--- src/sv/priority_interrupt_device_hub_top_defines.svh ---
// Assertion macros used by the interrupt hub top level
`ifndef PRIORITY_INTERRUPT_DEVICE_HUB_TOP_DEFINES_SVH
`define PRIORITY_INTERRUPT_DEVICE_HUB_TOP_DEFINES_SVH

// Same-cycle implication, checked on clk_i, quiet during reset
`define PIDH_ASSERT_IMPL(label, ante, cons) \
  label: assert property (@(posedge clk_i) disable iff (!rst_ni) (ante) |-> (cons)) \
    else $error("interrupt hub check failed");

// Next-cycle implication, checked on clk_i, quiet during reset
`define PIDH_ASSERT_NEXT(label, ante, cons) \
  label: assert property (@(posedge clk_i) disable iff (!rst_ni) (ante) |=> (cons)) \
    else $error("interrupt hub check failed");

`endif

--- src/sv/pidh_pkg.sv ---
// Types and constants of the priority interrupt device hub
`timescale 1ns / 1ps

package pidh_pkg;

  localparam int unsigned FuncW   = 3;
  localparam int unsigned ByteW   = 8;
  localparam int unsigned LevelW  = 3;
  localparam int unsigned PeriodW = 16;

  // Bus and time events
  typedef enum logic [FuncW-1:0] {
    FUNC_TICK      = 3'd0,
    FUNC_KEY       = 3'd1,
    FUNC_NMI_REQ   = 3'd2,
    FUNC_IN_READ   = 3'd3,
    FUNC_OUT_READ  = 3'd4,
    FUNC_OUT_WRITE = 3'd5,
    FUNC_ACK       = 3'd6,
    FUNC_DEV_RESET = 3'd7
  } func_e;

  // Device interrupt levels
  localparam logic [LevelW-1:0] LvlNone = 3'd0;
  localparam logic [LevelW-1:0] LvlOut  = 3'd1;
  localparam logic [LevelW-1:0] LvlKey  = 3'd2;
  localparam logic [LevelW-1:0] LvlNmi  = 3'd7;

  // Acknowledge answers
  localparam logic AckAuto  = 1'b0;
  localparam logic AckSpur  = 1'b1;

  localparam logic [PeriodW-1:0] CountMax     = 16'hffff;
  localparam logic [PeriodW-1:0] PeriodReset  = 16'd1;

  typedef struct packed {
    logic [FuncW-1:0]  func;
    logic [ByteW-1:0]  data;
    logic [LevelW-1:0] level;
  } item_t;

  typedef struct packed {
    logic [ByteW-1:0]  read_data;
    logic [LevelW-1:0] irq_level;
    logic              ack_code;
    logic              char_valid;
    logic [ByteW-1:0]  char_out;
  } result_t;

endpackage

--- src/sv/pidh_in_if.sv ---
// Input channel of the interrupt hub: one bus or time event per beat
`timescale 1ns / 1ps

interface pidh_in_if;
  logic                         valid;
  logic                         ready;
  logic [pidh_pkg::FuncW-1:0]   func;
  logic [pidh_pkg::ByteW-1:0]   data;
  logic [pidh_pkg::LevelW-1:0]  level;

  modport source (output valid, output func, output data, output level, input ready);
  modport sink   (input valid, input func, input data, input level, output ready);
endinterface

--- src/sv/pidh_out_if.sv ---
// Result channel of the interrupt hub: one result per beat
`timescale 1ns / 1ps

interface pidh_out_if;
  logic                         valid;
  logic                         ready;
  logic [pidh_pkg::ByteW-1:0]   read_data;
  logic [pidh_pkg::LevelW-1:0]  irq_level;
  logic                         ack_code;
  logic                         char_valid;
  logic [pidh_pkg::ByteW-1:0]   char_out;

  modport source (output valid, output read_data, output irq_level, output ack_code,
                  output char_valid, output char_out, input ready);
  modport sink   (input valid, input read_data, input irq_level, input ack_code,
                  input char_valid, input char_out, output ready);
endinterface

--- src/sv/pidh_core.sv ---
// Device state, pending levels and the per-event update logic
`timescale 1ns / 1ps

module pidh_core (
  input  logic                           clk_i,
  input  logic                           rst_ni,
  input  logic                           fire_i,
  input  pidh_pkg::item_t                item_i,
  input  logic                           cfg_we_i,
  input  logic [pidh_pkg::PeriodW-1:0]   cfg_wdata_i,
  output pidh_pkg::result_t              result_o
);

  logic                          nmi_lvl_q, nmi_lvl_d;
  logic                          key_lvl_q, key_lvl_d;
  logic                          out_lvl_q, out_lvl_d;
  logic                          nmi_pend_q, nmi_pend_d;
  logic                          key_held_q, key_held_d;
  logic [pidh_pkg::ByteW-1:0]    key_byte_q, key_byte_d;
  logic                          out_rdy_q, out_rdy_d;
  logic [pidh_pkg::PeriodW-1:0]  ticks_q, ticks_d;
  logic [pidh_pkg::PeriodW-1:0]  ticks_inc;
  logic [pidh_pkg::PeriodW-1:0]  period_q;
  pidh_pkg::func_e               func;

  assign func      = pidh_pkg::func_e'(item_i.func);
  assign ticks_inc = (ticks_q != pidh_pkg::CountMax) ? ticks_q + 16'd1 : ticks_q;

  // Apply one event to the device state and form its result
  always_comb begin
    nmi_lvl_d  = nmi_lvl_q;
    key_lvl_d  = key_lvl_q;
    out_lvl_d  = out_lvl_q;
    nmi_pend_d = nmi_pend_q;
    key_held_d = key_held_q;
    key_byte_d = key_byte_q;
    out_rdy_d  = out_rdy_q;
    ticks_d    = ticks_q;
    result_o   = '0;
    result_o.ack_code = pidh_pkg::AckAuto;

    unique case (func)
      pidh_pkg::FUNC_TICK: begin
        if (nmi_pend_q) begin
          nmi_pend_d = 1'b0;
          nmi_lvl_d  = 1'b1;
        end
        if (key_held_q) begin
          key_lvl_d = 1'b1;
        end
        ticks_d = ticks_inc;
        if (!out_rdy_q && (ticks_inc >= period_q)) begin
          out_rdy_d = 1'b1;
          out_lvl_d = 1'b1;
        end
      end
      pidh_pkg::FUNC_KEY: begin
        key_byte_d = item_i.data;
        key_held_d = 1'b1;
      end
      pidh_pkg::FUNC_NMI_REQ: begin
        nmi_pend_d = 1'b1;
      end
      pidh_pkg::FUNC_IN_READ: begin
        result_o.read_data = key_held_q ? key_byte_q : '0;
        key_lvl_d  = 1'b0;
        key_held_d = 1'b0;
        key_byte_d = '0;
      end
      pidh_pkg::FUNC_OUT_READ: begin
        out_lvl_d = 1'b0;
      end
      pidh_pkg::FUNC_OUT_WRITE: begin
        // Drop writes while the port is busy
        if (out_rdy_q) begin
          result_o.char_valid = 1'b1;
          result_o.char_out   = item_i.data;
          ticks_d   = '0;
          out_rdy_d = 1'b0;
          out_lvl_d = 1'b0;
        end
      end
      pidh_pkg::FUNC_ACK: begin
        if (item_i.level == pidh_pkg::LvlNmi) begin
          nmi_lvl_d = 1'b0;
        end else if (item_i.level != pidh_pkg::LvlKey &&
                     item_i.level != pidh_pkg::LvlOut) begin
          result_o.ack_code = pidh_pkg::AckSpur;
        end
      end
      pidh_pkg::FUNC_DEV_RESET: begin
        // A level 7 already pending survives a device reset
        nmi_pend_d = 1'b0;
        key_held_d = 1'b0;
        key_byte_d = '0;
        key_lvl_d  = 1'b0;
        ticks_d    = '0;
        out_rdy_d  = 1'b0;
        out_lvl_d  = 1'b0;
      end
      default: begin
      end
    endcase

    // Priority encode the pending levels after the event
    if (nmi_lvl_d) begin
      result_o.irq_level = pidh_pkg::LvlNmi;
    end else if (key_lvl_d) begin
      result_o.irq_level = pidh_pkg::LvlKey;
    end else if (out_lvl_d) begin
      result_o.irq_level = pidh_pkg::LvlOut;
    end else begin
      result_o.irq_level = pidh_pkg::LvlNone;
    end
  end

  // Commit the device state when an event leaves the input register
  always_ff @(posedge clk_i or negedge rst_ni) begin
    if (!rst_ni) begin
      nmi_lvl_q  <= 1'b0;
      key_lvl_q  <= 1'b0;
      out_lvl_q  <= 1'b0;
      nmi_pend_q <= 1'b0;
      key_held_q <= 1'b0;
      key_byte_q <= '0;
      out_rdy_q  <= 1'b0;
      ticks_q    <= '0;
    end else if (fire_i) begin
      nmi_lvl_q  <= nmi_lvl_d;
      key_lvl_q  <= key_lvl_d;
      out_lvl_q  <= out_lvl_d;
      nmi_pend_q <= nmi_pend_d;
      key_held_q <= key_held_d;
      key_byte_q <= key_byte_d;
      out_rdy_q  <= out_rdy_d;
      ticks_q    <= ticks_d;
    end
  end

  // Hold the output period register
  always_ff @(posedge clk_i or negedge rst_ni) begin
    if (!rst_ni) begin
      period_q <= pidh_pkg::PeriodReset;
    end else if (cfg_we_i) begin
      period_q <= cfg_wdata_i;
    end
  end

endmodule

--- src/sv/priority_interrupt_device_hub_top.sv ---
// Top level of the priority interrupt device hub
//
//   channel  dir  handshake    beat contents
//   in_i     in   valid/ready  func, data, level
//   out_o    out  valid/ready  read_data, irq_level, ack_code, char_valid, char_out
//   cfg      in   cfg_we_i     cfg_wdata_i = output period
//
// An event passes from input beat to result beat through the input register,
// then the device update and priority encoder into the result register.
// One event is accepted every cycle while the result side takes beats.
// A stalled result holds the result register; the input register still
// takes one more beat, then in_i.ready drops. Reset is asynchronous and
// clears all device state; there is no clearing pass.
`timescale 1ns / 1ps
`include "priority_interrupt_device_hub_top_defines.svh"

module priority_interrupt_device_hub_top (
  input  logic                          clk_i,
  input  logic                          rst_ni,
  pidh_in_if.sink                       in_i,
  pidh_out_if.source                    out_o,
  input  logic                          cfg_we_i,
  input  logic [pidh_pkg::PeriodW-1:0]  cfg_wdata_i
);

  logic               s1_valid_q;
  pidh_pkg::item_t    s1_item_q;
  logic               out_valid_q;
  pidh_pkg::result_t  res_q;
  pidh_pkg::result_t  core_res;
  logic               advance;
  logic               fire;
  logic               in_beat;
  logic               irq_legal;

  assign advance    = !out_valid_q || out_o.ready;
  assign fire       = s1_valid_q && advance;
  assign in_i.ready = !s1_valid_q || advance;
  assign in_beat    = in_i.valid && in_i.ready;

  // Input register
  always_ff @(posedge clk_i or negedge rst_ni) begin
    if (!rst_ni) begin
      s1_valid_q <= 1'b0;
    end else if (in_beat) begin
      s1_valid_q <= 1'b1;
    end else if (fire) begin
      s1_valid_q <= 1'b0;
    end
  end

  always_ff @(posedge clk_i) begin
    if (in_beat) begin
      s1_item_q.func  <= in_i.func;
      s1_item_q.data  <= in_i.data;
      s1_item_q.level <= in_i.level;
    end
  end

  pidh_core u_core (
    .clk_i       (clk_i),
    .rst_ni      (rst_ni),
    .fire_i      (fire),
    .item_i      (s1_item_q),
    .cfg_we_i    (cfg_we_i),
    .cfg_wdata_i (cfg_wdata_i),
    .result_o    (core_res)
  );

  // Result register
  always_ff @(posedge clk_i or negedge rst_ni) begin
    if (!rst_ni) begin
      out_valid_q <= 1'b0;
    end else if (advance) begin
      out_valid_q <= s1_valid_q;
    end
  end

  always_ff @(posedge clk_i) begin
    if (fire) begin
      res_q <= core_res;
    end
  end

  assign out_o.valid      = out_valid_q;
  assign out_o.read_data  = res_q.read_data;
  assign out_o.irq_level  = res_q.irq_level;
  assign out_o.ack_code   = res_q.ack_code;
  assign out_o.char_valid = res_q.char_valid;
  assign out_o.char_out   = res_q.char_out;

  // Only device levels or none ever reach the CPU
  assign irq_legal = (res_q.irq_level == pidh_pkg::LvlNone) ||
                     (res_q.irq_level == pidh_pkg::LvlOut)  ||
                     (res_q.irq_level == pidh_pkg::LvlKey)  ||
                     (res_q.irq_level == pidh_pkg::LvlNmi);

  `PIDH_ASSERT_IMPL(a_full_stall_blocks_input, s1_valid_q && out_valid_q && !out_o.ready, !in_i.ready)
  `PIDH_ASSERT_NEXT(a_fire_gives_result, fire, out_valid_q)
  `PIDH_ASSERT_IMPL(a_irq_level_legal, out_valid_q, irq_legal)
  `PIDH_ASSERT_IMPL(a_no_char_no_data, out_valid_q && !res_q.char_valid, res_q.char_out == '0)

endmodule

--- src/flat_wrapper.sv ---
// flat-port wrapper written by rule: the top's interface ports become plain ports
module priority_interrupt_device_hub_top_flat 
  (clk_i, rst_ni, cfg_we_i, cfg_wdata_i, in_i_valid, in_i_func, in_i_data, in_i_level, in_i_ready, out_o_valid, out_o_read_data, out_o_irq_level, out_o_ack_code, out_o_char_valid, out_o_char_out, out_o_ready);
  pidh_in_if in_i_i ();
  pidh_out_if out_o_i ();
  input  logic clk_i;
  input  logic rst_ni;
  input  logic cfg_we_i;
  input  logic [pidh_pkg::PeriodW-1:0] cfg_wdata_i;
  input wire logic [$bits(in_i_i.valid)-1:0] in_i_valid;
  input wire logic [$bits(in_i_i.func)-1:0] in_i_func;
  input wire logic [$bits(in_i_i.data)-1:0] in_i_data;
  input wire logic [$bits(in_i_i.level)-1:0] in_i_level;
  output wire logic [$bits(in_i_i.ready)-1:0] in_i_ready;
  output wire logic [$bits(out_o_i.valid)-1:0] out_o_valid;
  output wire logic [$bits(out_o_i.read_data)-1:0] out_o_read_data;
  output wire logic [$bits(out_o_i.irq_level)-1:0] out_o_irq_level;
  output wire logic [$bits(out_o_i.ack_code)-1:0] out_o_ack_code;
  output wire logic [$bits(out_o_i.char_valid)-1:0] out_o_char_valid;
  output wire logic [$bits(out_o_i.char_out)-1:0] out_o_char_out;
  input wire logic [$bits(out_o_i.ready)-1:0] out_o_ready;
  assign in_i_i.valid = in_i_valid;
  assign in_i_i.func = in_i_func;
  assign in_i_i.data = in_i_data;
  assign in_i_i.level = in_i_level;
  assign in_i_ready = in_i_i.ready;
  assign out_o_valid = out_o_i.valid;
  assign out_o_read_data = out_o_i.read_data;
  assign out_o_irq_level = out_o_i.irq_level;
  assign out_o_ack_code = out_o_i.ack_code;
  assign out_o_char_valid = out_o_i.char_valid;
  assign out_o_char_out = out_o_i.char_out;
  assign out_o_i.ready = out_o_ready;
  priority_interrupt_device_hub_top u_core (.clk_i(clk_i), .rst_ni(rst_ni), .in_i(in_i_i), .out_o(out_o_i), .cfg_we_i(cfg_we_i), .cfg_wdata_i(cfg_wdata_i));
endmodule
--- config.mk ---
export PLATFORM = sky130hd
export DESIGN_NAME = priority_interrupt_device_hub_top_flat
export DESIGN_NICKNAME = d
export VERILOG_FILES = /design/src/sv/pidh_pkg.sv /design/src/sv/pidh_in_if.sv /design/src/sv/pidh_out_if.sv /design/src/sv/pidh_core.sv /design/src/sv/priority_interrupt_device_hub_top.sv /design/src/flat_wrapper.sv
export VERILOG_INCLUDE_DIRS = /design/src /design/src/sv
export SDC_FILE = /design/constraint.sdc
export NUM_CORES = 1
export LEC_CHECK = 0
export ABC_AREA = 1
export BUFFER_PORTS_ARGS = -buffer_cell sky130_fd_sc_hd__buf_2
export CAP_MARGIN = 20
export CORE_MARGIN = 2
export CORE_UTILIZATION = 51
export CTS_CLUSTER_SIZE = 28
export DETAILED_ROUTE_END_ITERATION = 12
export GPL_ROUTABILITY_DRIVEN = 0
export GPL_TIMING_DRIVEN = 0
export HOLD_SLACK_MARGIN = 0.05
export MAX_ROUTING_LAYER = met4
export PLACE_DENSITY = 0.73
export SYNTH_ARGS = -nofsm -noshare
export SYNTH_HDL_FRONTEND = slang
export SYNTH_SLANG_ARGS = --single-unit
--- constraint.sdc ---
create_clock -name clk_i -period 5.5 [get_ports clk_i]
set_input_delay 0.55 -clock clk_i [delete_from_list [all_inputs] [get_ports clk_i]]
set_output_delay 0.55 -clock clk_i [all_outputs]
set_load 0.005 [all_outputs]
# Yosys cells after proc, flatten, opt, wreduce, memory -nomap -nowiden
# Cells that the tools add are included.
# Widths: inputs -> output; s select.
[word_totals]
input_bits = 35
output_inout_bits = 23
reg_bits = 83
[op_classes]
n_bitwise = 1
n_addsub = 1
n_eq_ne = 13
n_reduce_logical = 27
muxes = 22
n_lt_le_gt_ge = 1
[ops]
columns = ["op", "n"]
rows = [
  ["$pmux 16 s3", 1],
  ["$mux 16", 2],
  ["$add 16x1->16 const B", 1],
  ["$ge 16x16->1", 1],
  ["$ne 16x16->1 const B", 1],
  ["$pmux 8 s2", 1],
  ["$eq 3x3->1 const B", 5],
  ["$reduce_or 2->1", 6],
  ["$mux 1", 11],
  ["$pmux 1 s2", 5],
  ["$mux 9", 1],
  ["$reduce_and 2->1", 4],
  ["$reduce_bool 2->1", 4],
  ["$eq 3x2->1 const B", 2],
  ["$reduce_and 3->1", 2],
  ["$logic_and 1x1->1", 4],
  ["$ne 2x2->1 const B", 2],
  ["$eq 3x1->1 const B", 1],
  ["$logic_not 1->1", 3],
  ["$logic_not 3->1", 1],
  ["$ne 3x1->1 const B", 1],
  ["$ne 3x2->1 const B", 1],
  ["$pmux 1 s3", 1],
  ["$reduce_bool 3->1", 1],
  ["other kinds (2)", 3],
]

# Logic depth before layout (Yosys ltp)
# Gate-level depths: netlist (run 1).
[logic_depth]
depth_word = 8
mapped_depth = 21

# Modules after synthesis
# Synthesis (run 1) repeated with hierarchy kept, for this count alone.
[unflattened]
hier_cells = 431
area_unflattened_um2 = 4022.6
[by_module_without_submodules]
columns = ["mod", "cells_per_inst", "area_per_inst_um2", "n_inst"]
rows = [
  ["pidh_core", 384, 2876.5, 1],
  ["priority_interrupt_device_hub_top", 47, 1146.1, 1],
]

# Least setup slack after synthesis (run 1)
# No wires, ideal clock.
[synth_timing]
path_type = "reg2reg"
startpoint = "register u_core.u_core.ticks_q[1] (netlist bit)"
endpoint = "register u_core.res_q (netlist bit u_core.out_o.irq_level[0]) (data pin)"
arrival_time_ns = 2.106
t_required_ns = 5.240
setup_slack_ns = 3.134
path_stages_with_launch = 18
period_less_slack_ns = 2.366
n_path_buf = 0
cell_sequence = "dfrtp_1 > ha_1 > nand2_2 > nor2_2 > nand3_1 > nor2_2 > nand2_1 > xor2_1 > nand2_2 > ha_1 > nand2_1 > o21ai_0 > a21oi_1 > nand2_1 > nand2_1 > nand2_1 > nand3_1 > nand2_1"
[synth_via]
elab_chain_cells = 8
word_cells_on_any_way = 9
[synth_rtl]
columns = ["item", "line", "source"]
rows = [
  ["start: declaration", "pidh_core.sv:21", "logic [pidh_pkg::PeriodW-1:0] ticks_q, ticks_d;"],
  ["start signal: assignment", "pidh_core.sv:136", "ticks_q <= ticks_d;"],
  ["$add 16x1->16 or $ne 16x16->1 (tied branches)", "pidh_core.sv:27", "assign ticks_inc = (ticks_q != pidh_pkg::CountMax) ? ticks_q + 16'd1 : ticks_q;"],
  ["$mux 16 (*)", "pidh_core.sv:27", ""],
  ["$ge 16x16->1 (*)", "pidh_core.sv:52", "if (!out_rdy_q && (ticks_inc >= period_q)) begin"],
  ["$logic_and 1x1->1 (*)", "pidh_core.sv:52", ""],
  ["$mux 1 (*)", "pidh_core.sv:52", ""],
  ["$pmux 1 s3 (*)", "pidh_core.sv:42", "unique case (func)"],
  ["$mux 1 (*)", "pidh_core.sv:110", "end else if (out_lvl_d) begin"],
  ["$mux 1 (*)", "pidh_core.sv:108", "end else if (key_lvl_d) begin"],
  ["end signal: assignment", "priority_interrupt_device_hub_top.sv:81", "res_q <= core_res;"],
  ["end: declaration", "priority_interrupt_device_hub_top.sv:29", "pidh_pkg::result_t res_q;"],
]
# Every way passes the cells marked *; elsewhere a longest branch is shown, timed or not.
# A chain may end at the register's enable or synchronous reset.

# Final worst setup path (run 1)
# Ends and elaborated chain as after synthesis.

==> results of run 1 <==
[per-layer routing]
| layer | global-route usage | vias to the layer above | share of wire |
|---|---|---|---|
| li1 | - | 1499 | - |
| met1 | 0.260 | 1354 | 0.47 |
| met2 | 0.316 | 46 | 0.48 |
| met3 | 0.0345 | 10 | 0.034 |
| met4 | 0.0547 | 0 | 0.014 |
| met5 | - | - | 0 |
[cells by family (layout without fill, tap and decap cells)]
group,count (synthesis),after routing
and+or+nand+nor,167,167
buffers and inverters,83,157
muxes,1,1
adders and majority gates,17,17
DFF,83,83
xor gates and xnor gates,10,10
AOI/OAI and AO/OA,64,64
[critical path, stage by stage, from the launching register on]
cell and delay (ns):
dfrtp_1 0.40, ha_1 0.19, nand2_2 0.08, nor2_2 0.15, nand3_1 0.16, nor2_2 0.21, nand2_1 0.09, xor2_1 0.16
nand2_2 0.08, ha_1 0.27, nand2_1 0.10, o21ai_0 0.11, a21oi_1 0.20, nand2_1 0.13, nand2_1 0.08, nand2_1 0.06
nand3_1 0.07, nand2_1 0.05
[power groups by stage]
stage | Combinational (mW) | Sequential [mW] | Clock, mW
after floorplan | 0.201 | 0.805 | 0
after global routing | 0.349 | 0.808 | 0.462
after CTS | 0.300 | 0.797 | 0.436
final | 0.299 | 0.798 | 0.428
after detailed placement | 0.299 | 0.810 | 0
after global placement | 0.283 | 0.807 | 0
[area by class of cell]
type | instances | area, µm²
multi-input combinational | 259 | 1390
inverter | 77 | 289
fill | 651 | 3050
tap | 102 | 128
clock buffer | 9 | 124
clock inverter | 7 | 71.3
sequential | 83 | 2250
timing repair buffer | 58 | 305
buffer | 6 | 35.0
[state kept, by name, summed over array words and instances, names as in the netlist]
register / cells
u_core.out_o.ack_code: 1
u_core.out_o.char_out: 8
u_core.out_o.char_valid: 1
u_core.out_o.irq_level: 3
u_core.out_o.read_data: 8
u_core.out_o.valid: 1
u_core.s1_item_q: 14
u_core.s1_valid_q: 1
u_core.u_core.key_byte_q: 8
u_core.u_core.key_held_q: 1
u_core.u_core.key_lvl_q: 1
u_core.u_core.nmi_lvl_q: 1
u_core.u_core.nmi_pend_q: 1
u_core.u_core.out_lvl_q: 1
u_core.u_core.out_rdy_q: 1
u_core.u_core.period_q: 16
u_core.u_core.ticks_q: 16
[final timing paths]
check / to / slack, ns / from
setup reg to reg: u_core.out_o.irq_level[0]$_SDFFCE_PP1P_ / 2.68 / u_core.u_core.ticks_q[1]$_DFFE_PN0P_
min in group clk_i: u_core.s1_item_q[3]$_DFFE_PP_ / 0.36 / in_i_data[0]
hold reg to reg: u_core.u_core.key_lvl_q$_DFFE_PN0P_ / 0.50 / u_core.u_core.key_lvl_q$_DFFE_PN0P_
max in group asynchronous: u_core.u_core.period_q[0]$_DFFE_PN1P_ / 4.85 / rst_ni
setup / recovery: u_core.out_o.irq_level[0]$_SDFFCE_PP1P_ / 2.68 / u_core.u_core.ticks_q[1]$_DFFE_PN0P_
hold / removal: u_core.u_core.period_q[10]$_DFFE_PN0P_ / 0.09 / rst_ni
[placed cells by master (no fill, tap or decap), types with 2 or more instances in the layout]
master	synthesis	routed
nand2_1	93	93
inv_1	72	72
buf_2	1	58
dfrtp_1	47	47
nor2_1	38	38
edfxtp_1	35	35
o21ai_0	31	31
ha_1	17	17
nand2_2	12	12
xor2_1	10	10
clkbuf_8	0	9
a21oi_1	8	8
o22ai_1	8	8
nand3_1	7	7
o21ai_1	7	7
nand4_1	6	6
inv_2	5	5
nor3_1	4	4
nor2_2	3	3
o21ai_2	3	3
clkbuf_1	3	3
nor3_2	2	2
a22o_1	2	2
inv_8	0	2
clkinvlp_4	0	2
==> summary.md, run 1 <==
| Metric | Value |
|---|---|
| CTS clock-pin slew for the worst setup and hold paths | roughly 0.10 ns |
| Kind of critical path | flop to flop |
| Net Switching | roughly 0.48 mW |
| Ant diodes | 0 |
| CORE AREA | 7650 µm² |
| Critical path launch point type | flop |
| Wire per inst | 12.4 µm |
| Synthesized instance count | between 400 and 500 |
| Period utilisation layout | 0.512 |
| Most frequent cells after synthesis | nand2_1, inv_1, dfrtp_1, nor2_1, edfxtp_1 |
| Placed cell areas | approximately 4400 µm² |
| Status | complete, no violations |
| First-pass GRT wire length | between 10000 and 15000 µm |
| Setup TNS | 0 ns |
| Synth area leaders | dfrtp_1, edfxtp_1, nand2_1 |
| Cell taking the most area after synthesis | dfrtp_1 |
| Crit Path Max Fanout | 4 |
| Synth-to-layout area growth | 15.8% |
| Xor and xnor area share after synthesis | 0.0221 |
| Cts repair resizes | 0 |
| GRT Residual Overflow | 0 |
| WHS | around 0.089 ns |
| Hpwl dp | between 5000 and 6000 µm |
| H-Tree Depth | 3 |
| Synth Area in Simple Gates | 0.181 |
| Pre-CTS WS | approximately 2.8 ns |
| Vias | around 2900 |
| Asr flop ratio synth | 0.578 |
| Reg2reg path depth | 17 |
| P_int | ~1.0 mW |
| Finished Layout Cells | approximately 600 |
| Area of the mapped netlist | between 3000 and 4000 µm² |
| # DRC | 0 |
| Ys Warns | 0 |
| Initial Util | 0.519 |
| CP required | 5.62 ns |
| Most frequent cell after synthesis | nand2_1 |
| RSZ-0062 raised after global routing | false |
| Hold Buf Count CTS | 0 |
| Worst VDD drop | about 0.20 mV |
| Fin util | 0.601 |
| Pin count of the biggest net entering global routing | 49 |
| Max-cap viol count | 0 |
| Die Ht | around 90 µm |
| Clk buf depth | 2 |
| Vias in the first global route | 2901 |
| Clock network power share | 0.281 |
| EDFF count, synth | 35 |
| Initial antenna violation count | 0 |
| Slew Limit Fails | 0 |
| Mux cell area share after synthesis | 0.00284 |
| Ys flop type | dfrtp_1 |
| Overall power | about 1.5 mW |
| Least-Margin Pin Slew | 0.921 ns |
| DRT Pass-1 Iters | 4 |
| Clock latency on the worst-skew pair | approximately 0.36 ns |
| Final setup viols | 0 |
| Nets | ~550 |
| Post-synth top area share | 0.296 |
| Post-synthesis adder-cell area fraction | 0.0536 |
| Die W | slightly above 90 µm |
| Clk_skew | 0.0111 ns |
| # port buffers | 57 |
| Design Area, Final | between 4000 and 5000 µm² |
| Routed Antenna Nets | 0 |
| Final Hold Viols | 0 |
| Clock sink count | 83 |
| Pwr dens | 332 nW/µm² |
| GRT Util Overall | 0.196 |
| Compound-Gate Fraction of Synth Area | 0.0911 |
| Clock Tree Root | clkbuf_8 |
| Combinational fraction of design power | 0.196 |
| Post-CTS Setup Bufs | 0 |
| Die Footprint | ~8500 µm² |
| CTS tree | built |
| Vias per inst | roughly 4.8 |
| Io pins | 58 |
| Synthesized Nets | approximately 480 |
| Yosys reg bits | just over 80 |
| Placed Instances | approximately 580 |
| FP Rows | 32 |
| Register area share after synthesis | 0.568 |
| Slew HR | 0.386 |
| FMAX | approximately 0.36 GHz |
| Leakage power | approximately 2.3 nW |
| Num CTS Buffers | 9 |
| Worst min path class | input port to asynchronous set/reset pin |
| Crit end category | flop |
| Netlist cell types | 33 |
| Largest family of logic cells by synthesized area | simple AND/OR/NAND/NOR gates |
| 1st-iter DRT viols | approximately 200 |
| Syn avg cell area | 9.34 µm² |
| Worst Path Arrival | 2.93 ns |
| Sw Ratio | 0.314 |
| Min Tclk post-route | between 2 and 3 ns |
| Fraction of layout cells with a size suffix above 1 | 0.212 |
| DRT Wirelength | approximately 7500 µm |
| Reg power frac | 0.523 |
| Worst Setup Slack, final | about 2.7 ns |
Note: power is estimated with default switching activity, not from simulation.
==> inputs of run 2 (changes only) <==
PLACE_DENSITY = 0.76   (was 0.73)
clock period = 2.5 ns   (was 5.5 ns; I/O delays follow)
==> summary.md, run 2 (same netlist as run 1, synthesis figures left out) <==
| Metric | Value |
|---|---|
| Die W | between 90 and 100 µm |
| Min Tclk post-route | around 2.8 ns |
| Die Ht | slightly above 90 µm |
| Status | complete, but fails checks |
| Routed Antenna Nets | 0 |
| Clock latency on the worst-skew pair | 0.37 ns |
| Pin count of the biggest net entering global routing | 49 |
| First-pass GRT wire length | roughly 15000 µm |
| FMAX | about 0.36 GHz |
| Worst min path class | input port to flop |
| Finished Layout Cells | 636 |
| Crit Path Max Fanout | 5 |
| Vias in the first global route | ~3400 |
| Worst Setup Slack, final | -0.263 ns |
| Fillcell total | approximately 530 |
| Clock sink count | 83 |
| Wire per inst | around 14 µm |
| Initial Util | 0.519 |
| Vias per inst | between 5 and 6 |
| CTS tree | built |
| Commonest non-fill, non-tap cell in the layout | nand2_1 |
| Placed Instances | roughly 600 |
| Worst Path Arrival | around 2.9 ns |
| Critical path launch point type | flop |
| DRT Pass-1 Iters | 6 |
| Slew HR | 0.393 |
| CORE AREA | approximately 7600 µm² |
| Pre-CTS WS | -0.282 ns |
| # port buffers | 57 |
| Failing checks | setup timing |
| Top Registers | u_core.u_core.period_q (16), u_core.u_core.ticks_q (16), u_core.s1_item_q (14) |
| Pwr dens | 680 nW/µm² |
| Die Footprint | ~8500 µm² |
| DRT Wirelength | about 9000 µm |
| GRT Util Overall | 0.229 |
| Max-cap viol count | 0 |
| Worst VDD drop | between 0.3 and 0.4 mV |
| Synth-to-layout area growth | 30.1% |
| Clk buf depth | 2 |
| Fraction of layout cells with a size suffix above 1 | 0.294 |
| Kind of critical path | flop to flop |
| GRT Residual Overflow | 0 |
| 1st-iter DRT viols | approximately 140 |
| Leakage power | roughly 2.5 nW |
| Final setup viols | 2 |
| Most frequent cells in the layout | nand2_1, inv_1, buf_2, dfrtp_1, edfxtp_1 |
| # DRC | 0 |
| RSZ-0062 raised after global routing | true |
| H-Tree Depth | 3 |
| Final Hold Viols | 0 |
| Num CTS Buffers | 9 |
| Slew Limit Fails | 0 |
| Nets | just under 600 |
| Vias | ~3300 |
| Crit end category | flop |
| Period utilisation layout | 1.11 |
| FP Rows | 32 |
| Clock Tree Root | clkbuf_8 |
| WHS | 0.0736 ns |
| CTS clock-pin slew for the worst setup and hold paths | ~0.09 ns |
| Initial antenna violation count | 0 |
| Setup TNS | -0.422 ns |
| CP required | between 2 and 3 ns |
| Clk_skew | roughly 0.0096 ns |
| Ant diodes | 0 |
| Least-Margin Pin Slew | slightly above 0.9 ns |
| Io pins | just under 60 |
| Hpwl dp | ~5300 µm |
| Fin util | 0.675 |
[run 2: changes by cell type in the layout (fill, tap and decap cells not counted), moves of 6 or more]
| cell | previous run | this run |
|---|---|---|
| buf_4 | 1 | 16 |
| ha_1 | 17 | 8 |
| ha_4 | 0 | 8 |
| dlygate4sd3_1 | 0 | 14 |
| nand2_1 | 93 | 87 |
[run 2: timing repair]
item                       CTS  global route
hold endpoints to repair    11            14
buffers inserted            14             6
hold buffers                11             3
cloned                       1             0
pin swaps                   23            14
setup endpoints to repair    3             3
gates resized for setup     32            18
[run 2: final cells by class]
type	instances	area [µm²]	share of cell area
Sequential cell	83	2260	0.437
Multi-Input combinational cell	259	1630	0.315
Timing Repair Buffer	93	642	0.124
Inverter	77	292	0.0565
Tap cell	102	128	0.0247
Clock buffer	9	124	0.0240
Clock inverter	7	56.3	0.0109
Buffer	6	38.8	0.00751
[run 2: per-layer routing]
layer	track usage	vias up	wire length, µm
met5	-	-	0
met4	0.112	0	248
met3	0.0534	26	373
met2	0.379	99	4660
met1	0.263	1557	3740
li1	-	1572	-
[run 2: worst paths after layout]
path	from	to	slack [ns]	cells past startpoint
max	u_core.u_core.ticks_q[15]$_DFFE_PN0P_	u_core.out_o.irq_level[0]$_SDFFCE_PP1P_	-0.26	17
min	in_i_data[3]	u_core.s1_item_q[6]$_DFFE_PP_	0.07	1
max reg2reg	u_core.u_core.ticks_q[15]$_DFFE_PN0P_	u_core.out_o.irq_level[0]$_SDFFCE_PP1P_	-0.26	17
min reg2reg	u_core.u_core.key_lvl_q$_DFFE_PN0P_	u_core.u_core.key_lvl_q$_DFFE_PN0P_	0.50	2
max in group asynchronous	rst_ni	u_core.u_core.period_q[0]$_DFFE_PN1P_	1.63	3
min in group asynchronous	rst_ni	u_core.u_core.period_q[9]$_DFFE_PN0P_	0.31	2
[run 2: worst max-delay path: stages (launching register included)]
cell and delay (ns):
dfrtp_1 0.40, inv_2 0.07, nor3_2 0.22, nand4_1 0.22, nor2_4 0.20, inv_4 0.08, buf_4 0.14, buf_4 0.13
o21ai_2 0.08, ha_1 0.28, nand2_1 0.07, o21ai_0 0.11, a21oi_2 0.18, nand2_2 0.09, nand2_1 0.07, nand2_1 0.06
nand3_1 0.07, nand2_1 0.05
[run 2: metrics by stage]
step                      total power, mW  instance area [µm²]
after floorplan                      2.21                 3970
after global routing                 3.71                 5160
after CTS                            3.43                 4970
after detailed placement             2.44                 4380
final                                3.51                 5160
after global placement               2.40                 4380
[run 2: power by group]
| group | switching [mW] | leakage, nW | internal [mW] |
|---|---|---|---|
| clock | 0.538 | 0.0910 | 0.375 |
| combinational | 0.481 | 1.42 | 0.355 |
| sequential | 0.107 | 0.957 | 1.66 |
| total | 1.13 | 2.47 | 2.39 |
